$ cat src/rtl/hcbp_pkg.sv
package hcbp_pkg;

    localparam int MAX_CODE_BITS_DEF = 32;
    localparam int SYMBOL_COUNT_DEF  = 256;

    localparam int BYTE_W      = 8;
    localparam int CODE_FLD_W  = 32;
    localparam int LEN_FLD_W   = 6;
    localparam int SYM_FLD_W   = 8;
    localparam int KIND_W      = 2;
    localparam int PEND_W      = BYTE_W - 1;
    localparam int PCNT_W      = 3;
    // pending bits plus one full code, left aligned
    localparam int STREAM_W    = PEND_W + CODE_FLD_W;

    // command queue between front and back; depth is a power of two
    localparam int QUEUE_DEPTH = 4;
    localparam int QPTR_W      = $clog2(QUEUE_DEPTH);
    localparam int QCNT_W      = $clog2(QUEUE_DEPTH + 1);

    localparam logic [KIND_W-1:0] KIND_LOAD   = 2'd0;
    localparam logic [KIND_W-1:0] KIND_ENCODE = 2'd1;
    localparam logic [KIND_W-1:0] KIND_FLUSH  = 2'd2;

    typedef enum logic [1:0] {
        OP_ENC,
        OP_ERR,
        OP_FLUSH
    } t_op;

    typedef struct packed {
        t_op                   op;
        logic [CODE_FLD_W-1:0] word;
        logic [LEN_FLD_W-1:0]  len;
    } t_cmd;

endpackage

$ cat src/rtl/hcbp_queue.sv
module hcbp_queue (
    input  logic                        i_clk,
    input  logic                        i_rst_n,
    input  logic                        i_push,
    input  hcbp_pkg::t_cmd              i_cmd,
    input  logic                        i_pop,
    output logic                        o_valid,
    output hcbp_pkg::t_cmd              o_cmd,
    output logic [hcbp_pkg::QCNT_W-1:0] o_count
);

    hcbp_pkg::t_cmd                r_mem [hcbp_pkg::QUEUE_DEPTH];
    logic [hcbp_pkg::QPTR_W-1:0]   r_wp;
    logic [hcbp_pkg::QPTR_W-1:0]   r_rp;
    logic [hcbp_pkg::QCNT_W-1:0]   r_cnt;

    always_ff @(posedge i_clk) begin
        if (i_push) begin
            r_mem[r_wp] <= i_cmd;
        end
    end

    always_ff @(posedge i_clk) begin
        if (!i_rst_n) begin
            r_wp  <= '0;
            r_rp  <= '0;
            r_cnt <= '0;
        end else begin
            if (i_push) begin
                r_wp <= r_wp + 1'b1;
            end
            if (i_pop) begin
                r_rp <= r_rp + 1'b1;
            end
            r_cnt <= r_cnt + hcbp_pkg::QCNT_W'(i_push) - hcbp_pkg::QCNT_W'(i_pop);
        end
    end

    assign o_valid = r_cnt != '0;
    assign o_cmd   = r_mem[r_rp];
    assign o_count = r_cnt;

endmodule

$ cat config.mk
export PLATFORM = sky130hd
export DESIGN_NAME = hcbp_queue
export DESIGN_NICKNAME = d
export VERILOG_FILES = /design/src/rtl/hcbp_pkg.sv /design/src/rtl/hcbp_queue.sv
export SDC_FILE = /design/constraint.sdc
export NUM_CORES = 1
export LEC_CHECK = 0
export BUFFER_PORTS_ARGS = -buffer_cell sky130_fd_sc_hd__buf_4
export CORE_ASPECT_RATIO = 1.2
export CORE_UTILIZATION = 50
export DETAILED_ROUTE_END_ITERATION = 6
export PLACE_DENSITY = 0.74
export SKIP_CTS_REPAIR_TIMING = 1
export SLEW_MARGIN = 40
export SYNTH_ARGS = -nofsm -noshare
export SYNTH_HDL_FRONTEND = slang
export SYNTH_SLANG_ARGS = --single-unit
$ cat constraint.sdc
create_clock -name i_clk -period 1.9 [get_ports i_clk]
set_clock_uncertainty 0.1 [all_clocks]
set_input_delay 0.19 -clock i_clk [delete_from_list [all_inputs] [get_ports i_clk]]
set_output_delay 0.19 -clock i_clk [all_outputs]
set_load 0.02 [all_outputs]
==> reports/results.tsv <==
stage	metric	value	unit
clocking	cts_tree	built	
global_routing	use_met2	0.295	
synthesis	seq_area_frac_synth	0.797	
global_routing	grt_start_max_net_pins	29	
synthesis	synth-async-reset-ratio	0	
synthesis	synth-main-ff-cell	edfxtp_1	
finish	fill_cells	757	
sta	whs	-7.53	ps
finish	final_cells	574	
flow_run	maxCapViolations	0	
synthesis	synth_cells	251	
worst_setup_path	worst-setup-path-type	reg2out	
sta	max_slew.worst_pin.slew	413	ps
sta	finalSetupViolations	40	
placement	placed_cell_area	7180	um2
synthesis	yosys_warnings	0	
sta	slew_viol_final	0	
synthesis	synth.avg_cell_area	24.9	um2
global_routing	grt_pass1_wl	16400	um
sta	rsz0062_at_grt	true	
finish	fin_nets	451	
finish	syn_to_final_growth	32.4	%
clocking	cts-htree-levels	4	
routing	num_vias	2942	
global_routing	grt.busiest_layer	met2	
floorplan	rows	44	
worst_setup_path	crit_chain	buf_12 > mux4_2 > buf_6	
placement	gp_congestion	0.660	
sta	setup_ws	-94.5	ps
power	total_power	8.94	mW
routing	routed_via_density	5.13	
synthesis	yosysMostFrequentCell	edfxtp_1	
worst_setup_path	cpPeakStageDelay	540	ps
floorplan	initial_utilization	0.514	
sta	relSlewSlack	0.725	
synthesis	synthTopCellsByArea	edfxtp_1 77%, mux4_2 14%, dfxtp_1 2.9%	
routing	dr.pass1.iters	4	
worst_setup_path	cpMaxStageDelayCell	mux4_2	
synthesis	synthesis.nets	302	
global_routing	grt_pass1_vias	3057	
sta	timing.fmax	0.501	GHz
status	violations	hold timing, setup timing	
worst_setup_path	cp_top_family	multiplexers	
clocking	cts_num_sinks	169	
clocking	cts_buffers	17	
finish	antenna_cells	0	
worst_setup_path	start_kind	flip-flop	
min_path	min-delay-start	i_pop	
clocking	cts_root_buf	clkbuf_16	
sta	min_period_over_period	1.05	
placement	io_buffers	87	
floorplan	core	12200	um2
synthesis	netlist_area	6250	um2
synthesis	ys_types	18	
routing	wire_per_inst	19.1	um
placement	placed_cells	501	
worst_setup_path	required	1610	ps
global_routing	met1_usage	0.211	
clocking	clk_pin_slew	70	ps
status	status	complete, but fails checks	
routing	wl	11000	um
placement	hpwl	6520	um
global_routing	antenna_found_initial	0	
global_routing	grt.total_usage	0.175	
worst_setup_path	crit_path_end_kind	primary output	
finish	drive_above_1_share	0.429	
synthesis	ys_top_cells_by_count	160 x edfxtp_1, 40 x mux4_2, 9 x dfxtp_1	
power	peakVddDrop	0.730	mV
floorplan	die_area	13000	um2
worst_setup_path	cp_num_buf_inv	2	
routing	initialDrtViolationCount	176	
synthesis	yosysTopAreaCell	edfxtp_1	
power	leakagePower	2.89	nW
global_routing	grtUsageMet3	0.0513	
synthesis	ys_ff_latch	169	
worst_setup_path	reg2reg_from	o_count[0]	
finish	fin_util	0.681	
finish	final_area	8280	um2
routing	route.detailed.drc	0	
clocking	clock_latency	410	ps
worst_setup_path	cp.arrival	1700	ps
sta	setup_tns	-2720	ps
placement	preCtsSetupSlack	135	ps
floorplan	die_h	125	um
clocking	clockBufferDepth	2	
power	p_per_area	1080	nW/um2
worst_setup_path	rrSetupSlack	140	ps
global_routing	grt_overflow	0	
sta	fin_crit	1990	ps
floorplan	die_w	104	um
synthesis	synth_top_area_frac	0.768	
routing	ant_nets	0	
worst_setup_path	path_max_fanout	16	
synthesis	synth-edff-count	160	
floorplan	pin_count	88	
sta	hold_viol	2	
min_path	hold_path_class	in2reg	
## final cells by class
| type | count | area (um2) | area share |
|---|---|---|---|
| Sequential cell | 169 | 4990 | 0.602 |
| Timing Repair Buffer | 139 | 1350 | 0.163 |
| Multi-Input combinational cell | 66 | 1140 | 0.137 |
| Clock buffer | 17 | 425 | 0.0514 |
| Tap cell | 161 | 201 | 0.0243 |
| Clock inverter | 15 | 158 | 0.0190 |
| Inverter | 7 | 26.3 | 0.00317 |
## worst reg2reg max path, cell delays in order (launching register included)
cell,delay (ps)
dfxtp_1,360
inv_1,60
ha_1,280
inv_1,50
ha_1,190
fa_1,370
xor3_1,210
nor2_1,50
## sequential cells by signal, summed over array words and instances (netlist names), named ones only
signal	cells
r_mem	160
o_count	3
r_rp	2
r_wp	2
## cell families (layout without fill, tap and decap cells)
logic type	count (synthesis)	after routing	synth area share
AO/OA/AOI/OAI	2	2	0.00240
flip-flops	169	169	0.797
multiplexers	41	41	0.146
XOR/XNOR	3	3	0.00660
adder cells (fa/ha/maj)	7	7	0.0152
AND/OR/NAND/NOR	13	13	0.0112
buffers and inverters	16	178	0.0220
## routing by layer
metal | wire length, um | vias up
li1 | - | 1348
met1 | 4700 | 1512
met2 | 5790 | 71
met3 | 348 | 11
met4 | 131 | 0
met5 | 0 | -
## cells in the final DEF, fill, tap and decap left out
cell type | netlist | layout
buf_12 | 4 | 7
dfxtp_2 | 0 | 1
inv_6 | 0 | 5
nor2_1 | 5 | 5
xnor2_1 | 2 | 2
fa_1 | 1 | 1
clkinv_4 | 0 | 1
dfxtp_1 | 9 | 7
mux2i_1 | 1 | 1
ha_1 | 6 | 6
dfxtp_4 | 0 | 1
and2_2 | 0 | 4
edfxtp_1 | 160 | 160
inv_1 | 7 | 7
a21bo_2 | 1 | 1
and2_1 | 6 | 2
clkbuf_16 | 0 | 17
nand3b_1 | 1 | 1
buf_6 | 1 | 28
or3_1 | 1 | 1
buf_4 | 0 | 62
a21oi_1 | 1 | 1
dlygate4sd3_1 | 0 | 41
mux4_2 | 40 | 40
bufinv_16 | 0 | 1
xor3_1 | 1 | 1
inv_8 | 0 | 4
buf_8 | 0 | 1
clkinvlp_4 | 0 | 4
## worst paths after layout
path | depth (start not counted) | end
max | 3 | o_cmd[17]
min | 3 | r_rp[0]
max reg2reg | 7 | o_count[2]
min reg2reg | 2 | flip-flop
## report_power, final
group          switching, mW  total (mW)  leakage, nW  internal [mW]
Sequential            0.0638        4.34         1.55           4.28
Combinational          0.593        1.25         1.07          0.655
Clock                   1.49        3.35        0.275           1.86
No activity file was read; power rests on OpenSTA's default activity.
