<file path="src/rtl/hcbp_pkg.sv">
package hcbp_pkg;

    localparam int MAX_CODE_BITS_DEF = 32;
    localparam int SYMBOL_COUNT_DEF  = 256;

    localparam int BYTE_W      = 8;
    localparam int CODE_FLD_W  = 32;
    localparam int LEN_FLD_W   = 6;
    localparam int SYM_FLD_W   = 8;
    localparam int KIND_W      = 2;
    localparam int PEND_W      = BYTE_W - 1;
    localparam int PCNT_W      = 3;
    // pending bits plus one full code, left aligned
    localparam int STREAM_W    = PEND_W + CODE_FLD_W;

    // command queue between front and back; depth is a power of two
    localparam int QUEUE_DEPTH = 4;
    localparam int QPTR_W      = $clog2(QUEUE_DEPTH);
    localparam int QCNT_W      = $clog2(QUEUE_DEPTH + 1);

    localparam logic [KIND_W-1:0] KIND_LOAD   = 2'd0;
    localparam logic [KIND_W-1:0] KIND_ENCODE = 2'd1;
    localparam logic [KIND_W-1:0] KIND_FLUSH  = 2'd2;

    typedef enum logic [1:0] {
        OP_ENC,
        OP_ERR,
        OP_FLUSH
    } t_op;

    typedef struct packed {
        t_op                   op;
        logic [CODE_FLD_W-1:0] word;
        logic [LEN_FLD_W-1:0]  len;
    } t_cmd;

endpackage

</file>
<file path="src/rtl/hcbp_back.sv">
module hcbp_back (
    input  logic                        i_clk,
    input  logic                        i_rst_n,
    input  logic                        i_cmd_vld,
    input  hcbp_pkg::t_cmd              i_cmd,
    output logic                        o_pop,
    output logic                        o_valid,
    input  logic                        i_ready,
    output logic [hcbp_pkg::BYTE_W-1:0] o_byte,
    output logic                        o_status,
    output logic                        o_last
);

    localparam int SW = hcbp_pkg::STREAM_W;

    typedef enum logic {
        S_IDLE,
        S_EMIT
    } t_state;

    t_state                          r_state, n_state;
    logic [SW-1:0]                   r_sh, n_sh;
    logic [hcbp_pkg::LEN_FLD_W-1:0]  r_tot, n_tot;
    logic [hcbp_pkg::PEND_W-1:0]     r_pend, n_pend;
    logic [hcbp_pkg::PCNT_W-1:0]     r_pcnt, n_pcnt;
    logic                            r_ovld, n_ovld;
    logic [hcbp_pkg::BYTE_W-1:0]     r_obyte, n_obyte;
    logic                            r_ostat, n_ostat;
    logic                            r_olast, n_olast;
    logic                            n_pop;

    logic                            out_free;
    logic [hcbp_pkg::CODE_FLD_W-1:0] code_al;
    logic [SW-1:0]                   stream;
    logic [hcbp_pkg::LEN_FLD_W-1:0]  total;

    assign out_free = !r_ovld || i_ready;
    // code left aligned, then placed behind the pending bits
    assign code_al  = i_cmd.word << (hcbp_pkg::LEN_FLD_W'(hcbp_pkg::CODE_FLD_W) - i_cmd.len);
    assign stream   = {r_pend, hcbp_pkg::CODE_FLD_W'(0)}
                    | ({code_al, hcbp_pkg::PEND_W'(0)} >> r_pcnt);
    assign total    = hcbp_pkg::LEN_FLD_W'(r_pcnt) + i_cmd.len;

    always_comb begin
        n_state = r_state;
        n_sh    = r_sh;
        n_tot   = r_tot;
        n_pend  = r_pend;
        n_pcnt  = r_pcnt;
        n_ovld  = r_ovld && !i_ready;
        n_obyte = r_obyte;
        n_ostat = r_ostat;
        n_olast = r_olast;
        n_pop   = 1'b0;
        unique case (r_state)
            S_IDLE: begin
                if (i_cmd_vld) begin
                    unique case (i_cmd.op)
                        hcbp_pkg::OP_ERR: begin
                            if (out_free) begin
                                n_ovld  = 1'b1;
                                n_obyte = '0;
                                n_ostat = 1'b1;
                                n_olast = 1'b1;
                                n_pop   = 1'b1;
                            end
                        end
                        hcbp_pkg::OP_FLUSH: begin
                            if (r_pcnt == '0) begin
                                n_pop = 1'b1;
                            end else if (out_free) begin
                                n_ovld  = 1'b1;
                                n_obyte = {r_pend, 1'b0};
                                n_ostat = 1'b0;
                                n_olast = 1'b1;
                                n_pend  = '0;
                                n_pcnt  = '0;
                                n_pop   = 1'b1;
                            end
                        end
                        hcbp_pkg::OP_ENC: begin
                            n_sh    = stream;
                            n_tot   = total;
                            n_pop   = 1'b1;
                            n_state = S_EMIT;
                        end
                        default: begin
                            n_pop = 1'b1;
                        end
                    endcase
                end
            end
            S_EMIT: begin
                if (r_tot >= hcbp_pkg::LEN_FLD_W'(hcbp_pkg::BYTE_W)) begin
                    if (out_free) begin
                        n_ovld  = 1'b1;
                        n_obyte = r_sh[SW-1 -: hcbp_pkg::BYTE_W];
                        n_ostat = 1'b0;
                        n_olast = r_tot < hcbp_pkg::LEN_FLD_W'(2 * hcbp_pkg::BYTE_W);
                        n_sh    = {r_sh[SW-hcbp_pkg::BYTE_W-1:0], hcbp_pkg::BYTE_W'(0)};
                        n_tot   = r_tot - hcbp_pkg::LEN_FLD_W'(hcbp_pkg::BYTE_W);
                    end
                end else begin
                    // leftover bits stay left aligned, zeros below them
                    n_pend  = r_sh[SW-1 -: hcbp_pkg::PEND_W];
                    n_pcnt  = r_tot[hcbp_pkg::PCNT_W-1:0];
                    n_state = S_IDLE;
                end
            end
            default: begin
                n_state = S_IDLE;
            end
        endcase
    end

    always_ff @(posedge i_clk) begin
        if (!i_rst_n) begin
            r_state <= S_IDLE;
            r_pend  <= '0;
            r_pcnt  <= '0;
            r_ovld  <= 1'b0;
        end else begin
            r_state <= n_state;
            r_pend  <= n_pend;
            r_pcnt  <= n_pcnt;
            r_ovld  <= n_ovld;
        end
        r_sh    <= n_sh;
        r_tot   <= n_tot;
        r_obyte <= n_obyte;
        r_ostat <= n_ostat;
        r_olast <= n_olast;
    end

    assign o_pop    = n_pop;
    assign o_valid  = r_ovld;
    assign o_byte   = r_obyte;
    assign o_status = r_ostat;
    assign o_last   = r_olast;

endmodule

</file>
<file path="config.mk">
export PLATFORM = sky130hd
export DESIGN_NAME = hcbp_back
export DESIGN_NICKNAME = d
export VERILOG_FILES = /design/src/rtl/hcbp_pkg.sv /design/src/rtl/hcbp_back.sv
export SDC_FILE = /design/constraint.sdc
export NUM_CORES = 1
export LEC_CHECK = 0
export BUFFER_PORTS_ARGS = -buffer_cell sky130_fd_sc_hd__buf_2
export CORE_MARGIN = 1
export CORE_UTILIZATION = 49
export DETAILED_ROUTE_END_ITERATION = 7
export PLACE_DENSITY_LB_ADDON = 0.12
export RECOVER_POWER = 25
export SETUP_SLACK_MARGIN = 0.5
export SKIP_LAST_GASP = 1
export SLEW_MARGIN = 20
export SYNTH_ARGS = -nofsm -noshare
export SYNTH_HDL_FRONTEND = slang
export SYNTH_SLANG_ARGS = --single-unit
</file>
<file path="constraint.sdc">
create_clock -name i_clk -period 4.8 [get_ports i_clk]
set_clock_uncertainty 0.15 [all_clocks]
set_input_delay 0 -clock i_clk [delete_from_list [all_inputs] [get_ports i_clk]]
set_output_delay 0 -clock i_clk [all_outputs]
set_load 0.02 [all_outputs]
</file>
==> results of run 1 <==
[cell usage after synthesis (8+ instances only)]
| cell | instances |
|---|---|
| nand2_1 | 86 |
| nor2_1 | 57 |
| edfxtp_1 | 55 |
| mux2i_1 | 52 |
| o21ai_0 | 37 |
| a21oi_1 | 33 |
| mux4_2 | 32 |
| clkbuf_1 | 31 |
| a22oi_1 | 21 |
| nand3_1 | 21 |
| o211ai_1 | 18 |
| inv_1 | 17 |
| a211oi_1 | 16 |
| buf_2 | 16 |
| nor3_1 | 15 |
| mux2_2 | 14 |
| a221oi_1 | 13 |
| dfxtp_1 | 12 |
| a31oi_1 | 11 |
| nor3b_1 | 10 |
| a311oi_1 | 9 |
| ha_1 | 9 |
| o221ai_1 | 8 |
[metal layers]
layer | wire length [µm] | up-vias
met2 | 9360 | 271
li1 | - | 2890
met5 | 0 | -
met3 | 1330 | 44
met4 | 482 | 0
met1 | 8690 | 3075
[layout make-up]
cell class                      instances  area [µm²]
Clock buffer                            9         225
Clock inverter                          7         100
Fill cell                            1175        5550
Inverter                               20        75.1
Multi-Input combinational cell        571        4330
Sequential cell                        67        1890
Tap cell                              172         215
Timing Repair Buffer                   78         435
[stage by stage]
step	cells	power [W]	hold slack, ns
final	924	0.00201	0.0928
after detailed placement	904	0.00130	0.238
after global placement	904	0.00129	0.241
after floorplan	720	0.00113	-0.00286
after global routing	924	0.00210	0.113
after CTS	924	0.00201	0.0773
[cell usage in the layout, fill, tap and decap left out, types with 8 or more instances in the layout]
cell | netlist | layout
mux2_2 | 14 | 14
a22oi_1 | 21 | 21
a21oi_1 | 33 | 33
mux2i_1 | 52 | 52
nor3b_1 | 10 | 10
ha_1 | 9 | 8
a221oi_1 | 13 | 13
edfxtp_1 | 55 | 55
o211ai_1 | 18 | 18
nor3_1 | 15 | 15
a31oi_1 | 11 | 11
clkbuf_1 | 31 | 14
a211oi_1 | 16 | 16
dfxtp_1 | 12 | 12
o221ai_1 | 8 | 8
nand3_1 | 21 | 21
buf_4 | 7 | 17
buf_2 | 16 | 43
clkbuf_16 | 0 | 9
mux4_2 | 32 | 32
o21ai_0 | 37 | 37
nand2_1 | 86 | 86
inv_1 | 17 | 17
nor2_1 | 57 | 57
a311oi_1 | 9 | 9
[worst min-delay path by stage]
stage	from	endpoint	slack, ns	cells past startpoint
after floorplan	i_cmd_vld	o_pop	-0.003	2
after global placement	i_cmd_vld	o_pop	0.24	4
after detailed placement	i_cmd_vld	r_state	0.24	3
after CTS	i_cmd[4]	r_tot[4]	0.08	4
after global routing	i_cmd[4]	r_tot[4]	0.11	4
final	i_cmd[4]	r_tot[4]	0.09	4
[kinds of logic (layout without fill, tap and decap cells)]
kind of cell             after synthesis  count (layout)  share of synthesized area [%]
AO/OA/AOI/OAI                        224             224                           24.6
XOR/XNOR                               6               6                           1.03
adder cells (fa/ha/maj)               10              10                           2.02
buffers and inverters                 82             114                           5.61
flip-flops                            67              67                           28.8
multiplexers                          98              98                           21.3
AND/OR/NAND/NOR                      233             233                           16.7
[power by group through the flow]
stage | Clock (W) | Sequential, W | Combinational [W]
final | 0.000711 | 0.000681 | 0.000620
after floorplan | 0 | 0.000697 | 0.000434
after detailed placement | 0 | 0.000693 | 0.000604
after global routing | 0.000745 | 0.000684 | 0.000669
after global placement | 0 | 0.000692 | 0.000597
after CTS | 0.000721 | 0.000681 | 0.000610
[state kept, by name, summed over array words and instances, names as in the netlist]
register,flops
r_sh,39
o_byte,8
r_pend,7
r_tot,6
r_pcnt,3
o_last,1
o_status,1
o_valid,1
r_state,1
[critical path, delay by kind of cell (launching register included)]
kind	cells	cell delay (ns)
compound gates	3	0.73
flops	1	0.32
buf+inv	2	1.99
simple gates	1	0.46
==> flow_metrics.tcl, run 1 <==
set metrics [dict create \
    p_seq_share_pct 33.9 \
    synth_edf_count 55 \
    pwr-share-comb_pct 30.8 \
    rr_startpoint "r_pcnt[0]" \
    clkLatencyLatePin_ns 0.33 \
    cp_max_fo 38 \
    synth_area_um2 6570 \
    crit_slowest_cell "clkbuf_1" \
    ys_seq_area_share_pct 28.8 \
    drive_gt1_share_pct 18.5 \
    switching_share_pct 31.8 \
    ios 56 \
    met1_usage_pct 40.5 \
    avgViaCountPerCell 6.80 \
    yosys.area.top_type "edfxtp_1" \
    dieHeight_um 118 \
    finalSetupTns_ns 0 \
    post-route-period-util_pct 82.8 \
    crit_end "r_sh[28]" \
    drv_slew 39 \
    violations "max-capacitance violations, max-slew violations" \
    routed_wl_mm 19.9 \
    use_met3_pct 4.55 \
    area_growth_pct 10.6 \
    grt_max_degree 68 \
    cp.arrival_ns 3.88 \
    reg2reg_to "r_sh[28]" \
    num_rows 41 \
    path_cells "clkbuf_1 -> inv_2 -> nand2_1 -> o22ai_1 -> a211oi_1 -> o221ai_1" \
    cts_buffers 9 \
    ys_top_cells_by_area "edfxtp_1, mux4_2, mux2i_1" \
    route.detailed.wl_per_inst_um 21.5 \
    root_buffer "clkbuf_16" \
    startpoint "r_pcnt[0]" \
    hold_viol_final 0 \
    postCtsHoldBufs 4 \
    relSlewSlack_pct -20.6 \
    core_area_um2 12800 \
    critical_path.max_stage_delay_ns 1.29 \
    cp.required_ns 4.70 \
    p_leak_nw 2.63 \
    place_area_um2 6930 \
    synthArstFlopShare_pct 0 \
    pre_cts_ws_ns 0.837 \
    first_pass_iters 5 \
    ys.warnings.count 0 \
    utilization_pct 56.7 \
    cp-end-kind "flop" \
    fin_crit_ns 3.98 \
    ir_worst_vdd_v 0.000207 \
    cts.htree.levels 3 \
    dieWidth_um 118 \
    outcome "finished with violations" \
    first_iter_violations 683 \
    grt_usage_pct 29.2 \
    timing.final.ws_setup_ns 0.825 \
    reg2reg_slack_ns 0.82 \
    p_int_w 0.00137 \
    r2r_cells 6 \
    gp_congestion 0.941 \
    grt_pass1_vias 5919 \
    cts_resized 0 \
    synth_top_area_share_pct 25.1 \
    io_buffer_count 55 \
    worst_slew_pin_slew_ns 1.81 \
    grt_pass1_wl_mm 32.1 \
    place_hpwl_mm 14.5 \
    min_path_type "input port to flop" \
    setup_viol 0 \
    grt.met2_usage_pct 46.6 \
    top_usage_layer "met2" \
    ant_nets 0 \
    p_clk_share_pct 35.3 \
    fin_area_um2 7270 \
    syn_nets 774 \
    antenna_found_initial 0 \
    clk_pin_slew_worst_paths_ns 0.06 \
    synth_cell_types 78 \
    grt_overflow 0 \
    synth_cells 720 \
    nets 801 \
    post_cts_buffers 0 \
    via_count 6280 \
    ys_ff_latch 67 \
    n_antenna_cell 0 \
    dieArea_um2 13900 \
    start_util_pct 51.3 \
    cts_tree "yes" \
    critical_path_class "flop to flop" \
    clock_sinks 67 \
    cp-start-kind "flop" \
    synth.avg_cell_area_um2 9.13 \
    fmax_mhz 252 \
    drv_cap 1 \
    power_density_nw_per_um2 277 \
    rsz0062_at_grt "false" \
    power.switching_w 0.000640 \
    drc 0 \
    clk_path_buf_depth 2 \
    synth_ff_type "edfxtp_1" \
]
Power figures use the tool's default switching activity.
==> run 2, diff against run 1 <==
==> constraint.sdc (replaced) <==
create_clock -name i_clk -period 4.1 [get_ports i_clk]
set_clock_uncertainty 0.15 [all_clocks]
set_input_delay 0 -clock i_clk [delete_from_list [all_inputs] [get_ports i_clk]]
set_output_delay 0 -clock i_clk [all_outputs]
set_load 0.02 [all_outputs]
==> run 2 against run 1 <==
  * The run now ends clean
  * Total power up 21%
  * Combinational power up 19%
  * Worst hold slack worse by 0.041 ns
  * Utilization up 0.81 points
  * Count of clock-buffer cells in the layout up 3
  * Critical path type unchanged
  * Critical endpoint is now r_sh[30]
==> flow_metrics.tcl, run 2 (synthesized netlist as in run 1, its figures left out) <==
set metrics [dict create \
    dieHeight_um 118 \
    cts_tree "yes" \
    cts.htree.levels 3 \
    reg2reg_slack_ns 0.59 \
    rr_startpoint "r_pcnt[1]" \
    io_buffer_count 55 \
    nFillCells 1182 \
    via_count 6210 \
    regArea_um2 1890 \
    p_seq_share_pct 32.8 \
    reg2reg_to "r_sh[30]" \
    multi_input_area_um2 4330 \
    dieWidth_um 118 \
    final_cell_mix "nand2_1, nor2_1, edfxtp_1" \
    grt_overflow 0 \
    holdPathStages 3 \
    ir_worst_vdd_v 0.000247 \
    drv_slew 0 \
    grt_pass1_wl_mm 31.7 \
    cp.required_ns 4.02 \
    drv_cap 0 \
    mostFrequentLayoutCell "nand2_1" \
    first_iter_violations 724 \
    first_pass_iters 5 \
    whs_endpoint "r_tot[5]" \
    clk_path_buf_depth 2 \
    cp_max_fo 34 \
    switching_share_pct 30.5 \
    fmax_mhz 285 \
    regMostFlops "r_sh" \
    core_area_um2 12800 \
    finalSetupTns_ns 0 \
    drc 0 \
    post-route-period-util_pct 85.6 \
    p_clk_share_pct 36.9 \
    power.switching_w 0.000741 \
    post_cts_buffers 0 \
    largest_reg_flops 39 \
    clkLatencyLatePin_ns 0.33 \
    cp-start-kind "flop" \
    grt_pass1_vias 5996 \
    pwr-share-comb_pct 30.3 \
    num_rows 41 \
    nets 808 \
    grt_max_degree 59 \
    drive_gt1_share_pct 19.5 \
    gp_congestion 0.940 \
    start_util_pct 51.3 \
    worst_slew_pin_slew_ns 1.45 \
    p_int_w 0.00169 \
    rsz0062_at_grt "false" \
    routed_wl_mm 19.5 \
    antenna_found_initial 0 \
    total_power_w 0.00243 \
    pre_cts_ws_ns 0.327 \
    grt_usage_pct 28.4 \
    setup_viol 0 \
    cp.arrival_ns 3.43 \
    cp-end-kind "flop" \
    p_leak_nw 2.69 \
    min_from "i_cmd[5]" \
    power_density_nw_per_um2 330 \
    root_buffer "clkbuf_16" \
    critical_path_class "flop to flop" \
    route.detailed.wl_per_inst_um 20.9 \
    timing.final.ws_setup_ns 0.592 \
    cts_buffers 9 \
    fin_crit_ns 3.51 \
    hold_viol_final 0 \
    avgViaCountPerCell 6.67 \
    clk_pin_slew_worst_paths_ns 0.06 \
    area_growth_pct 12.2 \
    r2r_cells 7 \
    min_path_type "input port to flop" \
    place_hpwl_mm 14.5 \
    relSlewSlack_pct 3.15 \
    clock_sinks 67 \
    n_antenna_cell 0 \
    ios 56 \
    ant_nets 0 \
    outcome "complete, no violations" \
    dieArea_um2 13900 \
]
## run 2: cell count changes in the layout (fill, tap and decap cells not counted), sizes merged
cell	previous run	this run
clkinv	6	3
clkbuf	23	25
buf	60	68
## run 2: timing repair
action	CTS	global route
hold buffers	4	0
resized for setup	0	2
hold endpoints to repair	13	0
endpoints found under the setup margin	0	5
## run 2: how the worst max path moves through the flow
stage,start,to,slack [ns],depth (start not counted)
floorplan,i_cmd[0],r_sh[30],0.56,13
global placement,i_cmd[1],r_sh[31],0.51,10
detailed placement,i_cmd[1],r_sh[31],0.33,12
CTS,i_cmd[1],r_sh[25],0.66,12
global route,r_pcnt[1],r_sh[30],0.35,7
finish,r_pcnt[1],r_sh[30],0.59,7
## run 2: cell type report
type	instances	share of cell area, %
clock buffer	12	3.78
inverter	20	1.03
multi-input combinational	571	58.7
timing repair buffer	85	6.84
clock inverter	4	1.05
tap	172	2.92
sequential	67	25.7
## run 2: metrics by stage
step | hold WS, ns | utilization [%] | std cells | cell area, µm²
4_1_cts | 0.0454 | 57.6 | 931 | 7380
2_1_floorplan | -0.00286 | - | 720 | 6580
3_5_place_dp | 0.231 | 54.5 | 911 | 6980
3_3_place_gp | 0.235 | 54.5 | 911 | 6980
5_1_grt | 0.0624 | 57.5 | 931 | 7370
6_report | 0.0522 | 57.5 | 931 | 7370
## run 2: metal layers
| metal | part of all wire [%] | global-route usage (%) |
|---|---|---|
| met2 | 47 | 45.2 |
| met3 | 6.4 | 4.60 |
| met1 | 44 | 39.5 |
| met4 | 2.2 | 8.65 |
| met5 | 0 | 0 |
## run 2: critical path: stages (launching register included)
cell	delay (ns)
dfxtp_1	0.33
clkbuf_1	1.06
clkinv_1	0.36
buf_4	0.36
a221oi_1	0.31
a21oi_1	0.12
a2111o_1	0.44
o311a_1	0.11
## run 2: power groups by stage
stage | Combinational, W | Sequential, W | Clock (W)
6_report | 0.000737 | 0.000798 | 0.000897
5_1_grt | 0.000792 | 0.000801 | 0.000937
4_1_cts | 0.000723 | 0.000798 | 0.000906
3_5_place_dp | 0.000716 | 0.000812 | 0
3_3_place_gp | 0.000702 | 0.000811 | 0
2_1_floorplan | 0.000509 | 0.000817 | 0
